File: src/rtl/tqe_pkg.sv
package tqe_pkg;

  localparam int TS_W = 7;

  localparam logic [1:0] REG_TILE_SIZE      = 2'd0;
  localparam logic [1:0] REG_AUTOTILE_KINDS = 2'd1;
  localparam logic [1:0] REG_PRIORITY_COUNT = 2'd2;

  localparam logic [1:0] KIND_ABSENT = 2'd0;
  localparam logic [1:0] KIND_STATIC = 2'd2;
  localparam logic [1:0] KIND_SINGLE = 2'd3;

  localparam logic [14:0] AUTOTILE_FIRST = 15'd48;
  localparam logic [14:0] TILESET_FIRST  = 15'd384;
  localparam logic [2:0]  PRIORITY_MAX   = 3'd5;

  // Quarter source pattern table: high nibble x, low nibble y, in half tiles.
  localparam logic [0:191][7:0] QSRC = {
    8'h24,8'h34,8'h25,8'h35,8'h40,8'h34,8'h25,8'h35,8'h24,8'h50,8'h25,8'h35,
    8'h40,8'h50,8'h25,8'h35,8'h24,8'h34,8'h25,8'h51,8'h40,8'h34,8'h25,8'h51,
    8'h24,8'h50,8'h25,8'h51,8'h40,8'h50,8'h25,8'h51,8'h24,8'h34,8'h41,8'h35,
    8'h40,8'h34,8'h41,8'h35,8'h24,8'h50,8'h41,8'h35,8'h40,8'h50,8'h41,8'h35,
    8'h24,8'h34,8'h41,8'h51,8'h40,8'h34,8'h41,8'h51,8'h24,8'h50,8'h41,8'h51,
    8'h40,8'h50,8'h41,8'h51,8'h04,8'h14,8'h05,8'h15,8'h04,8'h50,8'h05,8'h15,
    8'h04,8'h14,8'h05,8'h51,8'h04,8'h50,8'h05,8'h51,8'h22,8'h32,8'h23,8'h33,
    8'h22,8'h32,8'h23,8'h51,8'h22,8'h32,8'h41,8'h33,8'h22,8'h32,8'h41,8'h51,
    8'h44,8'h54,8'h45,8'h55,8'h44,8'h54,8'h41,8'h55,8'h40,8'h54,8'h45,8'h55,
    8'h40,8'h54,8'h41,8'h55,8'h26,8'h36,8'h27,8'h37,8'h40,8'h36,8'h27,8'h37,
    8'h26,8'h50,8'h27,8'h37,8'h40,8'h50,8'h27,8'h37,8'h04,8'h54,8'h05,8'h55,
    8'h22,8'h32,8'h27,8'h37,8'h02,8'h12,8'h03,8'h13,8'h02,8'h12,8'h03,8'h51,
    8'h42,8'h52,8'h43,8'h53,8'h42,8'h52,8'h41,8'h53,8'h46,8'h56,8'h47,8'h57,
    8'h40,8'h56,8'h47,8'h57,8'h06,8'h16,8'h07,8'h17,8'h06,8'h50,8'h07,8'h17,
    8'h02,8'h52,8'h03,8'h53,8'h02,8'h12,8'h07,8'h17,8'h06,8'h56,8'h07,8'h57,
    8'h42,8'h52,8'h47,8'h57,8'h02,8'h52,8'h07,8'h57,8'h00,8'h10,8'h01,8'h11
  };

  typedef struct packed {
    logic [1:0]  kind;
    logic        is_auto;
    logic        prio_ok;
    logic [6:0]  ts;
    logic [5:0]  col;
    logic [5:0]  row;
    logic [2:0]  slot;
    logic [5:0]  pat;
    logic [2:0]  t_lo;
    logic [11:0] t_hi;
  } s1_t;

  typedef struct packed {
    logic            ground;
    logic [6:0]      layer;
    logic [6:0]      ts;
    logic [12:0]     px;
    logic [12:0]     py;
    logic            quarter;
    logic            stat;
    logic [11:0]     base_y;
    logic [19:0]     tx1;
    logic [19:0]     ty1;
    logic [3:0][7:0] ent;
  } s2_t;

  typedef struct packed {
    logic [3:0][19:0] tx;
    logic [3:0][19:0] ty;
    logic [6:0]       tsz;
    logic [12:0]      px;
    logic [12:0]      py;
    logic [7:0]       qs;
    logic [6:0]       ts;
    logic             quarter;
    logic             ground;
    logic [6:0]       layer;
  } cell_t;

endpackage

File: src/rtl/tqe_emit.sv
module tqe_emit
  import tqe_pkg::*;
(
  input  logic        clk,
  input  logic        rst_n,
  input  logic        c_valid,
  input  cell_t       c_data,
  output logic        c_ready,
  output logic        out_valid,
  input  logic        out_stall,
  output logic [19:0] out_tex_x,
  output logic [19:0] out_tex_y,
  output logic [6:0]  out_tex_size,
  output logic [12:0] out_pos_x,
  output logic [12:0] out_pos_y,
  output logic [7:0]  out_quad_size,
  output logic        out_is_ground,
  output logic [6:0]  out_layer,
  output logic        out_last
);

  cell_t       cur_r;
  logic        cv_r;
  logic [1:0]  q_r;
  logic        ov_r;
  logic [19:0] tx_r;
  logic [19:0] ty_r;
  logic [6:0]  tsz_r;
  logic [12:0] px_r;
  logic [12:0] py_r;
  logic [7:0]  qs_r;
  logic        gnd_r;
  logic [6:0]  lay_r;
  logic        last_r;
  logic        load_out;
  logic        last_now;
  logic        take;

  assign load_out = !ov_r || !out_stall;
  assign last_now = !cur_r.quarter || q_r == 2'd3;
  assign c_ready  = !cv_r || (load_out && last_now);
  assign take     = c_valid && c_ready;

  always_ff @(posedge clk) begin
    if (take) cur_r <= c_data;
    if (load_out) begin
      tx_r   <= cur_r.tx[q_r];
      ty_r   <= cur_r.ty[q_r];
      tsz_r  <= cur_r.tsz;
      px_r   <= cur_r.px + ((cur_r.quarter && q_r[0]) ? 13'(cur_r.ts) : 13'd0);
      py_r   <= cur_r.py + ((cur_r.quarter && q_r[1]) ? 13'(cur_r.ts) : 13'd0);
      qs_r   <= cur_r.qs;
      gnd_r  <= cur_r.ground;
      lay_r  <= cur_r.layer;
      last_r <= last_now;
    end
  end

  always_ff @(posedge clk) begin
    if (!rst_n) begin
      cv_r <= 1'b0;
      q_r  <= 2'd0;
      ov_r <= 1'b0;
    end else begin
      if (load_out) ov_r <= cv_r;
      if (take) begin
        cv_r <= 1'b1;
        q_r  <= 2'd0;
      end else if (cv_r && load_out) begin
        if (last_now) cv_r <= 1'b0;
        q_r <= q_r + 2'd1;
      end
    end
  end

  assign out_valid     = ov_r;
  assign out_tex_x     = tx_r;
  assign out_tex_y     = ty_r;
  assign out_tex_size  = tsz_r;
  assign out_pos_x     = px_r;
  assign out_pos_y     = py_r;
  assign out_quad_size = qs_r;
  assign out_is_ground = gnd_r;
  assign out_layer     = lay_r;
  assign out_last      = last_r;

endmodule

File: config.mk
export PLATFORM = sky130hd
export DESIGN_NAME = tqe_emit
export DESIGN_NICKNAME = d
export VERILOG_FILES = /design/src/rtl/tqe_pkg.sv /design/src/rtl/tqe_emit.sv
export SDC_FILE = /design/constraint.sdc
export NUM_CORES = 1
export LEC_CHECK = 0
export BUFFER_PORTS_ARGS = -buffer_cell sky130_fd_sc_hd__buf_2
export CORE_MARGIN = 1.5
export CORE_UTILIZATION = 47
export CTS_CLUSTER_DIAMETER = 200
export CTS_CLUSTER_SIZE = 8
export DETAILED_ROUTE_END_ITERATION = 6
export PLACE_DENSITY = 0.73
export SLEW_MARGIN = 10
export SYNTH_ARGS = -nofsm -noshare
export SYNTH_HDL_FRONTEND = slang
export SYNTH_SLANG_ARGS = --single-unit
File: constraint.sdc
create_clock -name clk -period 37.8 [get_ports clk]
set_input_delay 7.56 -clock clk [delete_from_list [all_inputs] [get_ports clk]]
set_output_delay 7.56 -clock clk [all_outputs]
set_load 0.05 [all_outputs]
======== Word level (Yosys, flattened, before mapping) ========
Index checks and enable logic that the tools add are counted.
word-level totals
  input bits .............................. 221
  logic and storage cells ................. 59
  output and inout bits ................... 92
  bits in registers ....................... 311
operators by class
  magnitude comparators ................... 1
  bitwise gates (word level) .............. 1
  add/sub/neg operators ................... 3
  equality and inequality tests ........... 1
  reduce and logical (&&, ||, !) cells .... 16
  mux-type cells .......................... 9
operator list
  operator                                                    number
  binary-select mux 20 bit (select 2 bit)                     2
  two-way mux 20 bit                                          2
  adder 13 x 7 -> 13 bit                                      2
  two-way mux 7 bit                                           2
  logical AND 1 bit                                           5
  zero test 1 bit                                             4
  nonzero test 2 bit                                          2
  logical OR 1 bit                                            3
  less-than comparator 2 x 3 -> 1 bit, second input constant  1
  two-way mux 1 bit                                           3
  adder 2 x 1 -> 2 bit, second input constant                 1
  equality test 2 bit, second input constant                  1
  AND reduction 2 bit                                         1
  OR reduction 2 bit                                          1
  inverter 1 bit                                              1

======== Logic depth before layout (Yosys ltp) ========
  depth after elaboration ................. 7
  mapped depth ............................ 8
  depth with buffers taken out ............ 7

======== Least setup slack after synthesis ========
No wires, ideal clock.
  path kind ............................... input -> register
  start ................................... in out_stall
  end ..................................... reg cur_r[0] in the netlist's numbering (enable)
  arrival time ............................ 19.226 ns
  setup slack ............................. 17.777 ns
  required time ........................... 37.003 ns
  stages .................................. 3
  setup time .............................. 0.797 ns
  buffers on the path ..................... 0
  path through ............................ nand2_1 a21boi_0 nor2_1
between the ends
  longest elaborated chain between the ends .. 5
RTL lines
  what                    line            RTL
  start: declaration      tqe_emit.sv:10  input logic out_stall,
  zero test 1 bit         tqe_emit.sv:39  assign load_out = !ov_r || !out_stall;
  logical OR 1 bit        tqe_emit.sv:39
  logical AND 1 bit       tqe_emit.sv:41  assign c_ready = !cv_r || (load_out && last_now);
  logical OR 1 bit        tqe_emit.sv:41
  logical AND 1 bit       tqe_emit.sv:42  assign take = c_valid && c_ready;
  via take                tqe_emit.sv:37  logic take;
  end signal: assignment  tqe_emit.sv:45  if (take) cur_r <= c_data;
  end: declaration        tqe_emit.sv:22  cell_t cur_r;
The timed path passes the listed nets, and every way through them passes these cells.
A chain may end at the register's enable or synchronous reset.

======== Worst setup path in the final report ========
  start ................................... in out_stall
  end ..................................... out c_ready
between the ends
  longest elaborated chain between the ends .. 4
RTL lines
  what               line            RTL
  zero test 1 bit    tqe_emit.sv:39
  logical OR 1 bit   tqe_emit.sv:39
  via load_out       tqe_emit.sv:35  logic load_out;
  logical AND 1 bit  tqe_emit.sv:41
  logical OR 1 bit   tqe_emit.sv:41
  end: declaration   tqe_emit.sv:8   output logic c_ready,
The timed path passes the listed nets, and every way through them passes these cells.

==> flow_summary.toml <==
[sta]
finalSetupViolations = 0
slew_headroom_pct = 30.6
rsz0062_at_grt = "false"
finalCritPeriodShare_pct = 43.4
tightest_slew_ns = 1.04
hold_ws_ns = 0.413
hold_viol = 0
timing.fmax_ghz = 0.0610
tns_ns = 0
period_needed_ns = 16.41
skew_ns = 0.0183
maxSlewViolCount = 0

[route]
drt-wirelength-per-cell_um = 18.5
vias = 5865
dr_wl_met2_um = 10800
route.detailed.drc = 0
first_iter_violations = 313
vias_per_cell = 4.98
drtPass1Iterations = 6
drt-total-wl_um = 21800
postRouteAntennaNets = 0
routed.top_layer = "met5"
wirelength_met1_um = 8320
wl_met3_um = 2080

[pwr]
p_int_mw = 0.639
pwr-share-seq_pct = 50.2
power.leakage_nw = 5.59
swShare_pct = 23.0
ir_drop_mv = 0.0422
p_switching_mw = 0.191
p_per_area_nw_per_um2 = 57.6
clockPowerShare_pct = 40.9
combPwrFrac_pct = 8.9

[clocking]
postCtsSetupRepairBufs = 0
cts_sinks = 311
insertion_delay_ns = 0.53
cts_buffers = 44
path_clk_slew_ns = 0.05
cts-resized-gates = 0
ctsHoldBuffers = 0
cts_buffer_depth = 3
root_buffer = "clkbuf_16"
cts_max_level = 2
tritoncts = "yes"

[logic_synthesis]
synth-edff-count = 307
synth_area_leaders = "edfxtp_1 (82%), mux4_2 (8.0%), ha_1 (1.7%)"
synth_common_cells = "edfxtp_1 (307), mux4_2 (40), and3_1 (17)"
synth_nets = 734
synth_ff_type = "edfxtp_1"
yosysTopAreaCellShare_pct = 81.8
synth_warnings = 0
syn_area_um2 = 11300
synthDistinctLibCells = 33
synthCells = 496
syn_area_per_cell_um2 = 22.7
synthArstFlopShare_pct = 0
ys_seq_area_share_pct = 82.6
yosys.cell_count.top_type = "edfxtp_1"
synth_largest_area_cell = "edfxtp_1"
synth_seq_cells = 311

[worst_setup_path]
startpoint_type = "primary input"
critPathBufInv = 3
required_ns = 30.24
crit_family = "compound AO/OA/AOI/OAI gates"
path_max_fanout = 34
crit_path_cell_trace = "buf_2 > nand2_4 > a21boi_0 > inv_1 > buf_2"
cp.arrival_ns = 8.85
crit_type = "in2out"
cp_slowest_stage_delay_ns = 0.60
end_kind = "primary output"
cp_slowest_cell = "a21boi_0"
crit_top_cell = "buf_2"
worstSetupStartpoint = "out_stall"
r2r_start = "q_r[0]"

[global_route]
grt-ovfl-total = 0
antenna_found_initial = 4
grt_max_degree = 85
track_usage_pct = 17.1
grt_pass1_vias = 6042
grt_pass1_wl_um = 31600

[die]
die_h_um = 158
rows = 56
initial_core_util_pct = 48.0
dieArea_um2 = 24900
dieWidth_um = 158
core-area_um2 = 23500
pin_count = 313

[layout]
drive_gt1_share_pct = 48.0
final_nets = 1085
syn_to_final_growth_pct = 27.9

[min_path]
hold_path.class = "reg2reg"
hold_start = "cur_r[19]"

[flow_run]
maxCapViolCount = 0

[place]
gp_congestion = 0.791
dp_hpwl_um = 14400
io_buffers = 312

[status]
status = "finished clean"
[cell type report]
class	instances	area, um^2
Inverter	7	26.3
Clock buffer	51	1130
Timing Repair Buffer	317	1600
Sequential cell	311	9300
Antenna cell	3	7.51
Clock inverter	3	68.8
Fill cell	1695	9060
Multi-Input combinational cell	166	1880
Tap cell	319	399
[sequential cells by signal, indices dropped and copies added, names as in the netlist, 7 cells and up]
register and cells:
out_tex_y 20, out_quad_size 8, out_tex_x 20, out_pos_x 13
out_tex_size 7, out_pos_y 13, out_layer 7, cur_r 217
[metal layers]
| metal | track usage [%] | vias to the layer above |
|---|---|---|
| met2 | 28.6 | 266 |
| met5 | 0 | - |
| met3 | 6.49 | 43 |
| met1 | 20.2 | 2818 |
| met4 | 6.29 | 6 |
| li1 | - | 2732 |
[layout by cell type (no fill, tap or decap), types with 4 or more instances in the layout]
cell / n
nand3_1: 5
edfxtp_1: 307
nand2_1: 7
clkbuf_1: 7
mux4_2: 40
nor2b_1: 4
clkbuf_16: 44
a211oi_1: 4
inv_1: 7
a21oi_1: 10
and3_1: 17
ha_1: 15
buf_2: 312
o211ai_1: 11
buf_4: 5
o21ai_0: 5
xnor2_1: 15
xor2_1: 6
[cell families after synthesis]
group | synth area share, %
DFF | 82.6
and+or+nand+nor | 2.21
AOI/OAI and AO/OA | 2.67
muxes | 8.00
xor gates and xnor gates | 1.63
buffers and inverters | 0.922
adders and majority gates | 2.02
[metrics by stage]
step | total power [mW] | utilization (%) | std cells | worst slack (ns) | cell area (um^2)
finish | 0.830 | 61.4 | 1177 | 21.39 | 14400
CTS | 0.841 | 61.4 | 1174 | 21.35 | 14400
global route | 0.859 | 61.4 | 1174 | 21.22 | 14400
floorplan | 0.475 | - | 496 | 17.78 | 11300
global placement | 0.496 | 56.3 | 1120 | 21.36 | 13200
detailed placement | 0.497 | 56.3 | 1120 | 21.35 | 13200
[path summary, 6_finish.rpt]
path / end / slack, ns / depth (start not counted)
hold reg to reg: out_quad_size[3] / 0.41 / 0
hold / removal: out_quad_size[3] / 0.41 / 0
setup / recovery: c_ready / 21.39 / 5
setup reg to reg: cur_r[75] / 34.00 / 6
[power by group through the flow]
stage	combinational (mW)	sequential [mW]	clock [mW]
after floorplan	0.0187	0.456	0
after global placement	0.0738	0.422	0
after detailed placement	0.0745	0.423	0
after CTS	0.0747	0.417	0.349
after global routing	0.0781	0.419	0.363
final	0.0740	0.417	0.340
Note: power is estimated with default switching activity, not from simulation.
